===== src/hdl/chroma_420_downsampler_macros.svh =====
// ----------------------------------------------------------------------------
// chroma_420_downsampler_macros
// Assertion macros shared by the chroma 4:2:0 downsampler RTL.
// ----------------------------------------------------------------------------
`ifndef CHROMA_420_DOWNSAMPLER_MACROS_SVH
`define CHROMA_420_DOWNSAMPLER_MACROS_SVH

// same-cycle implication, disabled during reset
`define CHR_ASSERT_IMP(label, clk, rst_n, ante, cons) \
    label: assert property (@(posedge clk) disable iff (!(rst_n)) (ante) |-> (cons)) \
        else $error("chroma_420_downsampler: assertion failed");

// next-cycle implication, disabled during reset
`define CHR_ASSERT_NXT(label, clk, rst_n, ante, cons) \
    label: assert property (@(posedge clk) disable iff (!(rst_n)) (ante) |=> (cons)) \
        else $error("chroma_420_downsampler: assertion failed");

`endif


===== src/hdl/chr420_pkg.sv =====
// ----------------------------------------------------------------------------
// chr420_pkg
// Types and constants of the chroma 4:2:0 downsampler.
// ----------------------------------------------------------------------------
package chr420_pkg;

    localparam int CFG_W          = 13;
    localparam int PIX_W          = 8;
    localparam int ROW_W          = 12;
    localparam int HEIGHT_LIMIT   = 4096;
    localparam int MAX_WIDTH_DEF  = 4096;
    localparam int DEF_WIDTH      = 640;
    localparam int DEF_HEIGHT     = 480;
    localparam int QUEUE_DEPTH    = 2;
    localparam int QPTR_W         = $clog2(QUEUE_DEPTH);
    localparam int APB_ADDR_W     = 3;
    localparam int APB_DATA_W     = 32;

    localparam logic REG_FRAME_WIDTH  = 1'b0;
    localparam logic REG_FRAME_HEIGHT = 1'b1;

    typedef struct packed {
        logic [PIX_W-1:0] cr;
        logic [PIX_W-1:0] cb;
        logic [PIX_W-1:0] y;
    } t_pix;

    typedef struct packed {
        t_pix tl;
        t_pix tr;
        t_pix bl;
        t_pix br;
        logic frame_end;
    } t_blk;

    typedef struct packed {
        logic              full;
        logic              empty;
        logic [QPTR_W:0]   count;
    } t_q_stat;

    typedef enum logic [1:0] {
        OP_DROP  = 2'd0,
        OP_STORE = 2'd1,
        OP_HOLD  = 2'd2,
        OP_DONE  = 2'd3
    } t_op;

endpackage


===== src/hdl/chr420_back.sv =====
// ----------------------------------------------------------------------------
// chr420_back
// Chroma averaging and output register of the 4:2:0 samples.
// ----------------------------------------------------------------------------
module chr420_back (
    input  logic                         i_clk,
    input  logic                         i_rst_n,
    input  logic                         i_q_valid,
    input  chr420_pkg::t_blk             i_blk,
    output logic                         o_pop,
    output logic                         o_valid,
    input  logic                         i_ready,
    output logic [chr420_pkg::PIX_W-1:0] o_luma_top_left,
    output logic [chr420_pkg::PIX_W-1:0] o_luma_top_right,
    output logic [chr420_pkg::PIX_W-1:0] o_luma_bottom_left,
    output logic [chr420_pkg::PIX_W-1:0] o_luma_bottom_right,
    output logic [chr420_pkg::PIX_W-1:0] o_blue_chroma_mean,
    output logic [chr420_pkg::PIX_W-1:0] o_red_chroma_mean,
    output logic                         o_frame_end
);
    import chr420_pkg::*;

    localparam int SW = PIX_W + 2;

    logic [SW-1:0]    w_cb_sum;
    logic [SW-1:0]    w_cr_sum;
    logic             r_vld;
    logic             n_vld;
    logic [PIX_W-1:0] r_ytl;
    logic [PIX_W-1:0] r_ytr;
    logic [PIX_W-1:0] r_ybl;
    logic [PIX_W-1:0] r_ybr;
    logic [PIX_W-1:0] r_cb;
    logic [PIX_W-1:0] r_cr;
    logic             r_fend;

    assign o_pop = i_q_valid && (!r_vld || i_ready);

    assign w_cb_sum = SW'(i_blk.tl.cb) + SW'(i_blk.tr.cb) + SW'(i_blk.bl.cb) + SW'(i_blk.br.cb);
    assign w_cr_sum = SW'(i_blk.tl.cr) + SW'(i_blk.tr.cr) + SW'(i_blk.bl.cr) + SW'(i_blk.br.cr);

    always_comb begin
        n_vld = r_vld;
        if (o_pop) begin
            n_vld = 1'b1;
        end else if (i_ready) begin
            n_vld = 1'b0;
        end
    end

    always_ff @(posedge i_clk) begin
        if (!i_rst_n) begin
            r_vld <= 1'b0;
        end else begin
            r_vld <= n_vld;
        end
    end

    always_ff @(posedge i_clk) begin
        if (o_pop) begin
            r_ytl  <= i_blk.tl.y;
            r_ytr  <= i_blk.tr.y;
            r_ybl  <= i_blk.bl.y;
            r_ybr  <= i_blk.br.y;
            r_cb   <= w_cb_sum[SW-1:2];
            r_cr   <= w_cr_sum[SW-1:2];
            r_fend <= i_blk.frame_end;
        end
    end

    assign o_valid             = r_vld;
    assign o_luma_top_left     = r_ytl;
    assign o_luma_top_right    = r_ytr;
    assign o_luma_bottom_left  = r_ybl;
    assign o_luma_bottom_right = r_ybr;
    assign o_blue_chroma_mean  = r_cb;
    assign o_red_chroma_mean   = r_cr;
    assign o_frame_end         = r_fend;

endmodule


===== config.mk =====
export PLATFORM = sky130hd
export DESIGN_NAME = chr420_back
export DESIGN_NICKNAME = d
export VERILOG_FILES = /design/src/hdl/chroma_420_downsampler_macros.svh /design/src/hdl/chr420_pkg.sv /design/src/hdl/chr420_back.sv
export SDC_FILE = /design/constraint.sdc
export NUM_CORES = 1
export LEC_CHECK = 0
export BUFFER_PORTS_ARGS = -buffer_cell sky130_fd_sc_hd__buf_2
export CORE_MARGIN = 2
export CORE_UTILIZATION = 51
export CTS_CLUSTER_DIAMETER = 40
export CTS_CLUSTER_SIZE = 24
export DETAILED_ROUTE_END_ITERATION = 16
export PLACE_DENSITY = 0.88
export SYNTH_ARGS = -nofsm -noshare
export SYNTH_HDL_FRONTEND = slang
export SYNTH_SLANG_ARGS = --single-unit

===== constraint.sdc =====
create_clock -name i_clk -period 13.6 [get_ports i_clk]
set_input_delay 3.4 -clock i_clk [delete_from_list [all_inputs] [get_ports i_clk]]
set_output_delay 3.4 -clock i_clk [all_outputs]
set_load 0.01 [all_outputs]

After elaboration in Yosys (flattened, before gate mapping):

Index checks and enable logic that the tools add are counted.

* add/subtract/negate cells: 6
* muxes and demuxes: 2
* reduce and logical (&&, ||, !) cells: 4

Operator list (number)
* adder 10 x 8 -> 10 bit: 2
* adder 9 x 8 -> 10 bit: 2
* adder 8 x 8 -> 9 bit: 2
* two-way mux 1 bit: 2
* nonzero test 2 bit: 1
* logical AND 1 bit: 1
* logical NOT 1 bit: 1
* logical OR 1 bit: 1

* flip-flop bits (word level): 50
* input port bits: 101
* output and inout port bits: 51
* word-level logic and storage cells: 20

Logic depth before layout (Yosys ltp):

* word-level depth: 4
* gate-level depth with buffers: 11

Worst setup path before layout:

OpenSTA, ideal clock, no wires.

* kind: input to output
* start point: in i_ready
* end point: out o_pop
* arrival time: 5763 ps
* setup slack: 4437 ps
* stages: 2
* path buffers: 0
* cell sequence: nor2b_1 > nor2b_1

* longest elaborated chain between the ends: 2

RTL lines
* start: declaration: line chr420_back.sv:12 `input logic i_ready,`
* logical OR 1 bit: line chr420_back.sv:37 `assign o_pop = i_q_valid && (!r_vld || i_ready);`
* logical AND 1 bit: line chr420_back.sv:37
* end: declaration: line chr420_back.sv:10 `output logic o_pop,`

No other way between the ends.

Worst setup path in the final report:

Same ends and word-level chain as after synthesis.

==> results.md <==
- Worst slew pin tran: 0.624 ns
- Status: complete, no violations
- Reg2Reg Depth: 3
- Initial antenna violation count: 0
- WL/cell: around 13 microns
- Synth area leader: edfxtp_1
- Peak VDD IR: 88.1 uV
- Routed vias: 2460
- Slew Limit Fails: 0
- Leakage dissipation: 2.16 nW
- H-tree Lvls: 2
- Setup TNS: 0 ns
- Post-route cell area: 4140 sq um
- Antenna diodes: 0
- Remaining Overflow, GRT: 0
- Post-synth top flop: edfxtp_1
- TritonCTS buffer count: 5
- First-pass GRT wire length: 11500 microns
- Clk_lat worst skew: roughly 0.30 ns
- Avg Cell Area, Syn: approximately 12 sq um
- Synth cell count leaders: inv_1 (91), edfxtp_1 (49), fa_1 (32), ha_1 (14), nor2_1 (13)
- Core area: 5960 sq um
- Mapped cell area: 3180 sq um
- Placed instance area: 4040 sq um
- Largest net degree at the start of global routing: 51
- Critical Path Start Type: primary input
- Final setup margin: 5.79 ns
- Nets: 578
- Seq/Total Area, Yosys: between 40% and 50%
- Final Cycle Share: 57.4%
- RSZ-0062 raised after global routing: no
- Worst Hold Class: flop to flop
- Die height: 83.0 microns
- Post-synth net total: 419
- Count leader, synth: inv_1
- Critical-path maximum fanout: 50
- Synth top area share: 46.3%
- Synth Warn #: 0
- GR Util All Layers: 20.6%
- Vias in the first global route: 2642
- Row Count: 28
- Number of DRC markers in iteration 0: 87
- IO buf count: about 150
- Hold Buf Count CTS: 0
- Distinct cells, synth: 34
- Remaining antenna violation count: 0
- Die area: around 6900 sq um
- Initial Util: 53.4%
- Fillers: 483
- Post-DP HPWL: around 5600 microns
- CTS root buffer: clkbuf_8
- RePlAce Congestion: 0.814
- Pwr dens: 124 nW/um^2
- Residual DRC: 0
- Total Power Consumption: ~0.0005 W
- Worst path required time: 10.20 ns
- Clock transition at path regs: 0.09 ns
- Mapped Cells: ~270
- Post-synthesis async set-or-reset flop share: 0%
- I/O pins: ~150
- Max-Slew Margin vs Limit: about 58%
- Setup bufs post-CTS: 0
- CTS tree: built
- CP Capture Type: primary output
- Via density: about 4.9
- Worst clock skew: slightly below 0.009 ns
- Fin crit period: 7.81 ns
- Pre-antenna DRT Iters: 4
- Max-cap violations: 0
- Setup CP Type: primary input to primary output
- Share of cells above drive strength 1: 37.7%
- Final hold vios: 0
- Cts repair resizes: 0
- Worst slack, placed: 5.77 ns
- Crit path DAT: 4.41 ns
- Die W: 83.0 microns
- Worst-case clock buffer depth: 2
- Worst Hold Path Cells: 2
- Clk sinks: 50
- Area grow syn2layout: 30.3%
- Yosys reg bits: 50
- Top post-synthesis cells by area: edfxtp_1 (46%), fa_1 (20%), inv_1 (11%)
- Final Hold Slack: 0.688 ns
- Max Freq: about 130 MHz
- EDFF count, synth: 49
- Post-Route WL: 6700 microns
- Endpoints failing setup: 0
[through the flow]
step	utilization, %	std cells
2_1_floorplan	-	272
3_3_place_gp	67.9	499
3_5_place_dp	67.9	499
4_1_cts	69.5	507
5_1_grt	69.5	507
6_report	69.5	507
[state kept, by name, summed over array words and instances, names as in the netlist]
| name | count |
|---|---|
| o_blue_chroma_mean | 8 |
| o_luma_bottom_left | 8 |
| o_luma_bottom_right | 8 |
| o_luma_top_left | 8 |
| o_luma_top_right | 8 |
| o_red_chroma_mean | 8 |
| o_frame_end | 1 |
| o_valid | 1 |
[cell usage in the layout (no fill, tap or decap), types with 2 or more instances in the layout]
master / instances
edfxtp_1: 49
nand3b_1: 2
nand4b_1: 3
inv_1: 91
o21a_1: 6
nor2b_1: 4
a21o_1: 2
ha_1: 14
nor3_1: 3
nand2_1: 5
a221oi_1: 2
nand3_1: 2
nor2_1: 13
clkbuf_8: 5
o21ai_0: 7
xnor2_1: 2
buf_2: 151
o31a_1: 4
nand2b_1: 4
a21oi_1: 10
fa_1: 32
mux2i_1: 2
[critical path, cell delays in order]
cell     delay, ns
buf_2         0.07
nor2b_1       0.07
nor2b_4       0.10
buf_4         0.52
buf_2         0.25
[report_power, final]
group          internal (W)  switching [W]  leakage [nW]
clock network     0.0000385      0.0000523        0.0506
registers          0.000202     0.00000544         0.481
logic             0.0000970       0.000119          1.62
[kinds of logic after synthesis]
logic type | count (synthesis) | share of synthesized area (%)
AO/OA/AOI/OAI | 36 | 7.40
XOR/XNOR | 3 | 0.827
adder cells (fa/ha/maj) | 46 | 25.7
buffers and inverters | 91 | 10.7
flip-flops | 50 | 46.9
multiplexers | 2 | 0.630
AND/OR/NAND/NOR | 44 | 7.83
[layer usage]
layer | part of all wire, % | track usage (%) | vias up
li1 | - | - | 1187
met1 | 39 | 24.3 | 1161
met2 | 53 | 36.7 | 100
met3 | 6.6 | 6.56 | 12
met4 | 1.9 | 4.77 | 0
met5 | 0 | 0 | -
[worst paths after layout]
kind,slack [ns],endpoint,start
setup reg to reg,12.13,o_luma_bottom_left[0]$_DFFE_PP_,o_valid$_SDFFE_PN0P_
hold reg to reg,0.69,o_valid$_SDFFE_PN0P_,o_valid$_SDFFE_PN0P_
setup / recovery,5.79,o_pop,i_ready
hold / removal,0.69,o_valid$_SDFFE_PN0P_,o_valid$_SDFFE_PN0P_
[final cells by class]
class / count / area (sq um) / area share (%)
tap: 75 / 93.8 / 2.27
sequential: 50 / 1490 / 36.0
timing repair buffer: 152 / 763 / 18.4
clock inverter: 3 / 28.8 / 0.695
inverter: 91 / 342 / 8.25
clock buffer: 5 / 68.8 / 1.66
multi-input combinational: 131 / 1350 / 32.7
Power figures use the tool's default switching activity.
