<file path="src/hdl/chroma_420_downsampler_macros.svh">
// ----------------------------------------------------------------------------
// chroma_420_downsampler_macros
// Assertion macros shared by the chroma 4:2:0 downsampler RTL.
// ----------------------------------------------------------------------------
`ifndef CHROMA_420_DOWNSAMPLER_MACROS_SVH
`define CHROMA_420_DOWNSAMPLER_MACROS_SVH

// same-cycle implication, disabled during reset
`define CHR_ASSERT_IMP(label, clk, rst_n, ante, cons) \
    label: assert property (@(posedge clk) disable iff (!(rst_n)) (ante) |-> (cons)) \
        else $error("chroma_420_downsampler: assertion failed");

// next-cycle implication, disabled during reset
`define CHR_ASSERT_NXT(label, clk, rst_n, ante, cons) \
    label: assert property (@(posedge clk) disable iff (!(rst_n)) (ante) |=> (cons)) \
        else $error("chroma_420_downsampler: assertion failed");

`endif

</file>
<file path="src/hdl/chr420_pkg.sv">
// ----------------------------------------------------------------------------
// chr420_pkg
// Types and constants of the chroma 4:2:0 downsampler.
// ----------------------------------------------------------------------------
package chr420_pkg;

    localparam int CFG_W          = 13;
    localparam int PIX_W          = 8;
    localparam int ROW_W          = 12;
    localparam int HEIGHT_LIMIT   = 4096;
    localparam int MAX_WIDTH_DEF  = 4096;
    localparam int DEF_WIDTH      = 640;
    localparam int DEF_HEIGHT     = 480;
    localparam int QUEUE_DEPTH    = 2;
    localparam int QPTR_W         = $clog2(QUEUE_DEPTH);
    localparam int APB_ADDR_W     = 3;
    localparam int APB_DATA_W     = 32;

    localparam logic REG_FRAME_WIDTH  = 1'b0;
    localparam logic REG_FRAME_HEIGHT = 1'b1;

    typedef struct packed {
        logic [PIX_W-1:0] cr;
        logic [PIX_W-1:0] cb;
        logic [PIX_W-1:0] y;
    } t_pix;

    typedef struct packed {
        t_pix tl;
        t_pix tr;
        t_pix bl;
        t_pix br;
        logic frame_end;
    } t_blk;

    typedef struct packed {
        logic              full;
        logic              empty;
        logic [QPTR_W:0]   count;
    } t_q_stat;

    typedef enum logic [1:0] {
        OP_DROP  = 2'd0,
        OP_STORE = 2'd1,
        OP_HOLD  = 2'd2,
        OP_DONE  = 2'd3
    } t_op;

endpackage

</file>
<file path="src/hdl/chr420_fifo.sv">
// ----------------------------------------------------------------------------
// chr420_fifo
// Short queue of completed blocks between intake and output.
// ----------------------------------------------------------------------------
module chr420_fifo (
    input  logic                i_clk,
    input  logic                i_rst_n,
    input  logic                i_push,
    input  chr420_pkg::t_blk    i_data,
    input  logic                i_pop,
    output chr420_pkg::t_blk    o_data,
    output chr420_pkg::t_q_stat o_stat
);
    import chr420_pkg::*;

    t_blk              r_mem [QUEUE_DEPTH];
    logic [QPTR_W-1:0] r_wptr;
    logic [QPTR_W-1:0] n_wptr;
    logic [QPTR_W-1:0] r_rptr;
    logic [QPTR_W-1:0] n_rptr;
    logic [QPTR_W:0]   r_count;
    logic [QPTR_W:0]   n_count;
    logic              w_push;
    logic              w_pop;

    assign w_push = i_push && !o_stat.full;
    assign w_pop  = i_pop && !o_stat.empty;

    always_comb begin
        n_wptr  = w_push ? r_wptr + QPTR_W'(1) : r_wptr;
        n_rptr  = w_pop ? r_rptr + QPTR_W'(1) : r_rptr;
        n_count = r_count;
        if (w_push && !w_pop) begin
            n_count = r_count + (QPTR_W+1)'(1);
        end else if (w_pop && !w_push) begin
            n_count = r_count - (QPTR_W+1)'(1);
        end
    end

    always_ff @(posedge i_clk) begin
        if (!i_rst_n) begin
            r_wptr  <= '0;
            r_rptr  <= '0;
            r_count <= '0;
        end else begin
            r_wptr  <= n_wptr;
            r_rptr  <= n_rptr;
            r_count <= n_count;
        end
    end

    always_ff @(posedge i_clk) begin
        if (w_push) begin
            r_mem[r_wptr] <= i_data;
        end
    end

    assign o_data       = r_mem[r_rptr];
    assign o_stat.full  = (r_count == (QPTR_W+1)'(QUEUE_DEPTH));
    assign o_stat.empty = (r_count == '0);
    assign o_stat.count = r_count;

endmodule

</file>
<file path="config.mk">
export PLATFORM = sky130hd
export DESIGN_NAME = chr420_fifo
export DESIGN_NICKNAME = d
export VERILOG_FILES = /design/src/hdl/chroma_420_downsampler_macros.svh /design/src/hdl/chr420_pkg.sv /design/src/hdl/chr420_fifo.sv
export SDC_FILE = /design/constraint.sdc
export NUM_CORES = 1
export LEC_CHECK = 0
export BUFFER_PORTS_ARGS = -buffer_cell sky130_fd_sc_hd__clkbuf_2
export CAP_MARGIN = 5
export CORE_ASPECT_RATIO = 1.2
export CORE_MARGIN = 1.5
export CORE_UTILIZATION = 56
export DETAILED_ROUTE_END_ITERATION = 8
export HOLD_SLACK_MARGIN = 0.02
export PLACE_DENSITY = 0.85
export SYNTH_ARGS = -nofsm -noshare
export SYNTH_HDL_FRONTEND = slang
export SYNTH_SLANG_ARGS = --single-unit
</file>
<file path="constraint.sdc">
create_clock -name i_clk -period 8.9 [get_ports i_clk]
set_clock_uncertainty 0.15 [all_clocks]
set_input_delay 0.89 -clock i_clk [delete_from_list [all_inputs] [get_ports i_clk]]
set_output_delay 0.89 -clock i_clk [all_outputs]
set_load 0.01 [all_outputs]
</file>
* Yosys cells after proc, flatten, opt, wreduce, memory -nomap -nowiden
Memories as Yosys holds them, arrays and structs flattened. A register that Yosys moved wholly into a read port is not among the register bits.
Cells that the tools add are included.
** Word-level totals
- Register bits :: 4
- RAM bits :: 194
- Output and inout port bits :: 101
- Memories kept :: 1
** Memory list
- r_mem :: depth 2, width 97, read ports 1, clocked after memory_dff 1, write ports 1, line chr420_fifo.sv:16 : t_blk r_mem [QUEUE_DEPTH];
** Operators by class
- Add/subtract/negate cells :: 4
- Equal/unequal tests :: 1
- Muxes and demuxes :: 6
- Reductions and logical operators :: 10
** Operators by type and width (count)
- 1-bit logical AND :: 4
- 1-bit logical NOT :: 4
- 1-bit 2-to-1 mux :: 4
- 2-bit 2-to-1 mux :: 2
- 1-bit adder, second input constant :: 2
- 2-bit by 1-bit adder with 2-bit output, second input constant :: 1
- 2-bit == test, second input constant :: 1
- 2-bit logical NOT :: 1
- 2-bit nonzero test :: 1
- 2-bit by 1-bit subtractor with 2-bit output, second input constant :: 1

* Logic depth before layout (Yosys ltp)
Gate-level depths: netlist of run 1.
- Depth after elaboration :: 7
- Depth in mapped cells :: 7
- Gate-level depth less buffers :: 7

* Worst setup path before layout of run 1
OpenSTA, ideal clock, no wires.
- Path type :: input -> register
- Start :: input i_push
- End :: memory r_mem[0][0] (netlist name) (enable)
- Setup time :: 0.537 ns
- Data arrival time :: 4.729 ns
- Required time :: 8.213 ns
- Path slack :: 3.485 ns
- Stages on the path :: 2
- Buffers on the path :: 0
- Path through :: inv_1 nor3_2
** Between the ends
- Cells in the longest elaborated chain, start to end :: 3
** Ends and longest elaborated chain
- start: declaration :: line chr420_fifo.sv:8 : input logic i_push,
- 1-bit logical AND :: line chr420_fifo.sv:26 : assign w_push = i_push && !o_stat.full;
- 1-bit 2-to-1 mux :: line chr420_fifo.sv:53 : if (w_push) begin
- 1-bit 2-to-1 mux (not written as such) :: line chr420_fifo.sv:54 : r_mem[r_wptr] <= i_data;
- end: declaration :: line chr420_fifo.sv:16
Every way passes these cells.

==> results of run 1 <==
==> report_power, final <==
| part | internal [mW] | switching [mW] | leakage (nW) | total [mW] |
|---|---|---|---|---|
| Combinational | 0.313 | 0.330 | 1.38 | 0.643 |
| Sequential | 1.18 | 0.0575 | 1.85 | 1.24 |
| Clock | 0.399 | 0.353 | 0.288 | 0.752 |
==> flip-flops by register name, summed over array words and instances, names as in the netlist, named ones only <==
register and cells:
r_count 2, r_wptr 1, r_rptr 1, r_mem 194
==> final cells by class <==
cell class / count / share of cell area (%)
Multi-Input combinational cell: 115 / 14.7
Tap cell: 164 / 2.25
Inverter: 2 / 0.0824
Clock buffer: 17 / 4.67
Clock inverter: 15 / 1.80
Timing Repair Buffer: 205 / 11.4
Sequential cell: 199 / 65.1
==> critical path: stages, from the launching register on <==
cell and delay, ns:
dfxtp_4 0.62, buf_4 0.81, mux2_2 0.44, clkbuf_2 0.13
==> cell usage after synthesis <==
master / instances / area, µm²
nand2b_1: 1 / 6.26
o21a_1: 1 / 7.51
inv_1: 1 / 3.75
a21boi_1: 1 / 7.51
buf_6: 5 / 56.3
or3_1: 1 / 6.26
mux2_4: 30 / 450
nor2_1: 2 / 7.51
mux2_2: 67 / 754
and2_1: 3 / 18.8
xnor2_1: 2 / 17.5
xor2_1: 1 / 8.76
o21ai_1: 1 / 5.00
ha_1: 1 / 12.5
o21ai_0: 1 / 5.00
dfxtp_1: 5 / 100
buf_2: 6 / 30.0
edfxtp_1: 194 / 5830
and3_1: 1 / 6.26
inv_2: 1 / 3.75
a21boi_0: 1 / 7.51
nor3_2: 1 / 10.0
==> cell families after synthesis <==
| kind of cell | count (synthesis) | synth area share [%] |
|---|---|---|
| adder cells (fa/ha/maj) | 1 | 0.170 |
| multiplexers | 97 | 16.4 |
| XOR/XNOR | 3 | 0.358 |
| buffers and inverters | 13 | 1.28 |
| AND/OR/NAND/NOR | 9 | 0.749 |
| AO/OA/AOI/OAI | 5 | 0.443 |
| flip-flops | 199 | 80.6 |
==> metrics by stage <==
| step | utilization, % | power [mW] |
|---|---|---|
| 2_1_floorplan | - | 1.68 |
| 3_3_place_gp | 67.0 | 1.88 |
| 3_5_place_dp | 67.0 | 1.90 |
| 4_1_cts | 71.6 | 2.65 |
| 5_1_grt | 71.6 | 2.74 |
| 6_report | 71.6 | 2.63 |
==> final timing paths <==
kind | start | end | depth (start not counted)
worst max register to register | r_count[0] | r_mem[1][34] | 3
worst max-delay path | flop | o_data[20] | 3
worst min-delay path | r_rptr | flop | 2
worst min register to register | r_rptr | flop | 2
==> routing by layer <==
layer	global-route usage (%)	wire length, µm	vias up	share of wire (%)
li1	-	-	1728	-
met1	23.1	5180	1842	38
met2	34.3	7010	191	52
met3	7.09	1070	20	8.0
met4	7.12	196	0	1.5
met5	0	0	-	0
==> metrics, run 1 <==
# resized after CTS 0; post-layout min period 3.59 ns; Yosys cell types 22; Area Overhead vs Synth 23.9%; layout cells sized above 1 60.9%; endpoints failing hold 0; clock buffer count from CTS 17; Via density 5.27; Worst EP required 7.86 ns; crit path capture type output pin; CTS max path bufs 2; Power Density 289 nW/µm²; pin count of the biggest net entering global routing 71; IO Pins 202; Core Region 12700 µm²; Worst slew margin 30.8%; post-route ant nets 0; Routed Wire Length 13500 µm; Avg Inst Size Synth 22.5 µm²; crit path kind flop to output pin; grt ovf 0; Die Height 129 µm; drt drc 0; register area 5930 µm²; first drt pass iteration count 4; global-route wire length before repair 20100 µm; Final HPWL DP 8970 µm; Crit Path Max Fanout 70; Design Area, Final 9110 µm²; CTS tree done; worst reg-to-reg setup slack 6.30 ns; non-filler cells in the finished layout 717; final max-slew violation count 0; DR WL/cell 18.8 µm; Hold-fix buffers, CTS 0; initial antenna violation count 0; Cell Rows 45; sequential fraction of the synthesis area 80.6%; hold_ws 0.456 ns; most common cell after layout, fill and taps aside clkbuf_2; initial cell density of the core 57.8%; max_cap viols 0; Final Setup Violations 0; Placer Congestion 0.781; fin crit share 40.3%; final-layout fill cell count 827; Max H-tree Level 4; vias in the first global route 3868; Worst Hold Class flop to flop; Leak Pwr 3.52 nW; Tot GR Track Use 19.9%; initial DRC count 223; status finished, final reports clean; Port Buf Inserts 201; Clock Tree Root clkbuf_16; Post-Place Cells 685; clock insertion delay at the later pin of the skew report 0.41 ns; Arr. time, crit path 2.55 ns; Die Footprint 13800 µm²; #FFs+latches synth 199; Netlist Area Pre-Place 7350 µm²; most frequent cells in the layout 201 x clkbuf_2, 194 x edfxtp_1, 67 x mux2_2; RSZ-0062 raised after global routing no; fin nets 642; Slew @ Worst Pin 1.04 ns; Multi-input gate area 1340 µm²; Post-CTS Setup Inserts 0; die width 108 µm; Cells after Synth 327; Syn Nets 429; Peak VDD IR 0.196 mV; synthesis warning total 0; pre-CTS setup slack 5.76 ns; Sink Count 199; worst setup margin 5.31 ns; max frequency 0.279 GHz; CTS clk-pin slew, worst paths 0.07 ns; Area after DPL 8520 µm²; routed vias 3781; antenna diode count 0; Setup crit start kind flop; TNS Setup 0 ns
Note: power is estimated with default switching activity, not from simulation.
==> inputs of run 2 (changes only) <==
--- a/config.mk
+++ b/config.mk
@@ -9,10 +9,10 @@
 export CAP_MARGIN = 5
 export CORE_ASPECT_RATIO = 1.2
 export CORE_MARGIN = 1.5
-export CORE_UTILIZATION = 56
+export CORE_UTILIZATION = 47
 export DETAILED_ROUTE_END_ITERATION = 8
 export HOLD_SLACK_MARGIN = 0.02
-export PLACE_DENSITY = 0.85
+export PLACE_DENSITY = 0.76
 export SYNTH_ARGS = -nofsm -noshare
 export SYNTH_HDL_FRONTEND = slang
 export SYNTH_SLANG_ARGS = --single-unit
==> constraint.sdc (replaced) <==
create_clock -name i_clk -period 2.88 [get_ports i_clk]
set_clock_uncertainty 0.15 [all_clocks]
set_input_delay 0.288 -clock i_clk [delete_from_list [all_inputs] [get_ports i_clk]]
set_output_delay 0.288 -clock i_clk [all_outputs]
set_load 0.01 [all_outputs]
==> run 2 against run 1 <==
Compared with the run above: sequential power grew to 3.0 times the previous value; cell count grew 19%; first-iteration DRC count unchanged; hold slack worse by 0.31 ns; total power grew to 3.1 times the previous value; clock power grew to 3.0 times the previous value; core utilization fell by 4.4 points.
==> metrics, run 2 (synthesis gave the netlist of run 1 again) <==
CTS clk-pin slew, worst paths 0.07 ns (about the same); max frequency 0.442 GHz; Sink Count 199 (unchanged); most frequent cells in the layout 201 x clkbuf_2, 194 x edfxtp_1, 98 x dlygate4sd3_1; routed vias 4129 (+9.2%); DR WL/cell 16.2 µm (-13%); Seq pwr share 45.6% (-1.4 points); RSZ-0062 raised after global routing no; most common cell after layout, fill and taps aside clkbuf_2; max_cap viols 0 (unchanged); CTS max path bufs 2 (unchanged); Area Overhead vs Synth 38.4%; fin nets 741 (+15%); Routed Wire Length 13900 µm (+3.3%); Die Height 140 µm (+8.9%); max reg flops 194 (unchanged); Setup crit start kind flop; clock buffer count from CTS 17 (unchanged); total chip power 8.23 mW (+210%); die width 117 µm (+8.9%); Post-Place Cells 726 (+6.0%); Die Footprint 16400 µm² (+19%); Tot GR Track Use 17.4% (-2.5 points); Gate power share 26.5% (+2.1 points); pre-CTS setup slack 0.962 ns (-4.80 ns); Port Buf Inserts 201 (unchanged); final max-slew violation count 0 (unchanged); Power Density 808 nW/µm² (+180%); Clock Power Share 27.9% (-0.7 points); IO Pins 202 (unchanged); fin crit share 78.6%; antenna diode count 0 (unchanged); drt drc 0 (unchanged); global-route wire length before repair 21400 µm (+6.1%); Crit Path Max Fanout 97 (+39%); pin count of the biggest net entering global routing 98 (+38%); Placer Congestion 0.744 (-4.8%); Clock Tree Root clkbuf_16; Critical-path top delay cell buf_12; grt ovf 0 (unchanged); endpoints failing hold 0 (unchanged); initial antenna violation count 0 (unchanged); Worst slew margin 49.4% (+19 points); crit path capture type output pin; clock insertion delay at the later pin of the skew report 0.42 ns (about the same); vias in the first global route 4547 (+18%); Post-CTS Setup Inserts 0 (unchanged); Area after DPL 8620 µm² (+1.1%); layout cells sized above 1 52.0% (-8.9 points); post-layout min period 2.26 ns; non-filler cells in the finished layout 856 (+19%); Core Region 15100 µm² (+19%); Peak VDD IR 0.573 mV (+190%); Design Area, Final 10200 µm² (+12%); worst path cell trace buf_12, mux2_2, clkbuf_2; Final HPWL DP 8240 µm (-8.1%); Psw 2.22 mW (+200%); post-route ant nets 0 (unchanged); Worst Hold Class input pin to flop; CTS tree done; # resized after CTS 0 (unchanged); first drt pass iteration count 4 (unchanged); crit path kind flop to output pin; worst setup margin 0.615 ns (-4.70 ns); Arr. time, crit path 1.83 ns (-0.72 ns); Worst EP required 2.44 ns (-5.42 ns); Leak Pwr 3.93 nW (+12%); top flop regs r_mem x194, r_count x2; Max H-tree Level 4 (unchanged); initial cell density of the core 48.5% (-9.2 points); Cell Rows 49 (+8.9%); Int Pwr 6.00 mW (+220%); status finished, final reports clean; sw frac 27.0% (-1.2 points); TNS Setup 0 ns (unchanged); Slew @ Worst Pin 0.759 ns (-0.280 ns); Via density 4.82 (-8.5%); Top reg by flops r_mem; initial DRC count 223 (unchanged); Max stage delay on crit path 0.43 ns (-0.38 ns); Final Setup Violations 0 (unchanged)
[run 2: changes by cell type in the layout (fill, tap and decap cells not counted), sizes merged]
cell / previous run / this run
dlygate4sd3: 0 / 98
clkinvlp: 1 / 3
clkbuf: 218 / 219
clkinv: 7 / 5
buf: 4 / 5
bufinv: 1 / 2
inv: 8 / 6
[run 2: metal layers]
metal / up-vias / global-route usage [%] / part of all wire [%]
li1: 1924 / - / -
met4: 0 / 6.59 / 1.8
met5: - / 0 / 0
met2: 157 / 32.4 / 55
met3: 23 / 6.14 / 6.6
met1: 2025 / 17.3 / 36
[run 2: metrics by stage]
step	hold slack [ns]	utilization [%]
2_1_floorplan	0.237	-
3_3_place_gp	0.326	56.9
3_5_place_dp	0.330	56.9
4_1_cts	0.102	67.2
5_1_grt	0.129	67.2
6_report	0.146	67.2
[run 2: path summary, 6_finish.rpt]
check	cells after the start	to	slack [ns]	startpoint
worst max-delay path	3	o_data[87]	0.62	flop
worst min-delay path	3	r_wptr	0.15	i_push
worst max register to register	4	r_mem[0][75]	0.96	r_count[0]
worst min register to register	2	flop	0.44	r_rptr
[run 2: critical path, delay by kind of cell, from the launching register on]
kind | cells | cell delay (ns)
flip-flops | 1 | 0.35
buffers and inverters | 2 | 0.57
multiplexers | 1 | 0.41
[run 2: power by group through the flow]
stage	clock (mW)	sequential (mW)	combinational, mW
2_1_floorplan	0	3.80	1.38
3_3_place_gp	0	3.79	2.06
3_5_place_dp	0	3.82	2.09
4_1_cts	2.34	3.75	2.20
5_1_grt	2.45	3.78	2.36
6_report	2.29	3.75	2.18
[run 2: cell type report]
| type | count | area [µm²] |
|---|---|---|
| Clock inverter | 14 | 148 |
| Fill cell | 1013 | 4970 |
| Tap cell | 204 | 255 |
| Inverter | 2 | 10.0 |
| Clock buffer | 18 | 429 |
| Multi-Input combinational cell | 115 | 1350 |
| Timing Repair Buffer | 304 | 2050 |
| Sequential cell | 199 | 5930 |
[run 2: timing repair]
| action | 4_1_cts | 5_1_grt |
|---|---|---|
| hold buffers | 98 | 0 |
| hold endpoints to repair | 199 | 0 |
| endpoints found under the setup margin | 0 | 0 |
==> inputs of run 3 (changes only) <==
==> constraint.sdc (replaced) <==
create_clock -name i_clk -period 1.9 [get_ports i_clk]
set_clock_uncertainty 0.15 [all_clocks]
set_input_delay 0.19 -clock i_clk [delete_from_list [all_inputs] [get_ports i_clk]]
set_output_delay 0.19 -clock i_clk [all_outputs]
set_load 0.01 [all_outputs]
==> run 3 against run 2 <==
Compared with the run above: the run now ends with negative setup slack left; critical path depth up 1; final area up 9.8%; combinational power up 130%; hold slack worse by 0.038 ns; setup slack worse by 0.65 ns; critical path type unchanged; largest power group unchanged.
==> metrics, run 3 (synthesis gave the netlist of run 1 again) <==
crit path capture type output pin; hold-critical path depth 4 (+1); Worst Hold Class input pin to flop; TNS Setup -0.878 ns (-0.878 ns); Area Overhead vs Synth 52.0%; Clock Tree Root clkbuf_16; Max H-tree Level 4 (unchanged); fin crit share 102%; Slew @ Worst Pin 0.329 ns (-0.429 ns); crit path kind flop to output pin; initial antenna violation count 0 (unchanged); Die Footprint 16400 µm² (unchanged); Final Setup Violations 73 (+73); status finished, violations left; IO Pins 202 (unchanged); worst setup margin -0.0357 ns (-0.651 ns); Arr. time, crit path 1.60 ns (-0.23 ns); Worst EP required 1.56 ns (-0.88 ns); Multi-input gate area 1520 µm² (+12%); Final HPWL DP 8970 µm (+8.8%); post-layout min period 1.94 ns; final core utilization 73.8% (+6.6 points); max reg flops 194 (unchanged); DR WL/cell 19.9 µm (+23%); non-filler cells in the finished layout 874 (+2.1%); Die Height 140 µm (unchanged); most common cell after layout, fill and taps aside edfxtp_1; Crit Path Max Fanout 7 (-93%); Cell Rows 49 (unchanged); fin nets 760 (+2.6%); Placer Congestion 0.719 (-3.3%); Post-Place Cells 730 (+0.55%); Top reg by flops r_mem; antenna diode count 0 (unchanged); register area 5930 µm² (unchanged); pin count of the biggest net entering global routing 52 (-47%); Worst Reg-to-Reg Cells 6 (+2); max_cap viols 0 (unchanged); total chip power 14.3 mW (+74%); Tot GR Track Use 19.4% (+2.0 points); clock insertion delay at the later pin of the skew report 0.42 ns (about the same); clock buffer count from CTS 17 (unchanged); hold_ws 0.108 ns (-0.0380 ns); Leak Pwr 4.39 nW (+12%); Sink Count 199 (unchanged); vias in the first global route 4700 (+3.4%); drt drc 0 (unchanged); Setup crit start kind flop; endpoints failing hold 0 (unchanged); most frequent cells in the layout 194 x edfxtp_1, 140 x clkbuf_2, 99 x dlygate4sd3_1; initial cell density of the core 48.5% (unchanged); Peak VDD IR 0.752 mV (+31%); Port Buf Inserts 201 (unchanged); Via density 4.95 (+2.6%); Worst slew margin 78.0% (+29 points); max frequency 0.517 GHz; Area after DPL 8720 µm² (+1.2%); first drt pass iteration count 4 (unchanged); Core Region 15100 µm² (unchanged); routed vias 4326 (+4.8%); RSZ-0062 raised after global routing yes; Routed Wire Length 17400 µm (+25%); final max-slew violation count 0 (unchanged); grt ovf 0 (unchanged); top flop regs r_mem x194, r_count x2; global-route wire length before repair 23300 µm (+9.1%); final-layout fill cell count 890 (-12%); failing checks negative setup slack; die width 117 µm (unchanged); Design Area, Final 11200 µm² (+9.8%); CTS clk-pin slew, worst paths 0.06 ns (about the same); CTS max path bufs 2 (unchanged); layout cells sized above 1 53.1% (+1.1 points); CTS tree done; Power Density 1280 nW/µm² (+59%); pre-CTS setup slack 0.145 ns (-0.817 ns); initial DRC count 207 (-7.2%); post-route ant nets 0 (unchanged)
-- run 3: area by class of cell --
class	instances	share of cell area, %
clock buffer	17	3.81
clock inverter	14	1.56
inverter	2	0.0896
multi-input combinational	115	13.6
sequential	199	53.1
tap	204	2.28
timing repair buffer	323	25.6
-- run 3: path summary, 6_finish.rpt --
kind | from | end | slack, ns
worst max-delay path | flop | o_data[2] | -0.04
worst min-delay path | i_pop | flop | 0.11
worst max register to register | r_count[1] | r_count[1] | 0.01
worst min register to register | r_rptr | flop | 0.44
-- run 3: where the power goes --
| group | switching, mW | internal, mW | total [mW] |
|---|---|---|---|
| clock network | 1.58 | 2.08 | 3.66 |
| registers | 0.213 | 5.52 | 5.73 |
| logic | 2.08 | 2.85 | 4.93 |
-- run 3: critical path, stage by stage (launching register included) --
cell and delay (ns):
dfxtp_4 0.40, clkbuf_16 0.18, buf_12 0.14, mux2_4 0.32
buf_6 0.13
-- run 3: layer usage --
| layer | up-vias | track usage [%] | part of all wire [%] |
|---|---|---|---|
| met1 | 2163 | 20.2 | 35 |
| met5 | - | 0 | 0 |
| met4 | 0 | 9.13 | 2.6 |
| met3 | 34 | 5.97 | 6.0 |
| met2 | 168 | 34.9 | 56 |
| li1 | 1961 | - | - |
-- run 3: repair_timing --
action	4_1_cts	5_1_grt
setup buffers	6	0
setup endpoints to repair	83	97
hold buffers	99	0
cloned	3	6
hold endpoints to repair	199	0
resized for setup	27	164
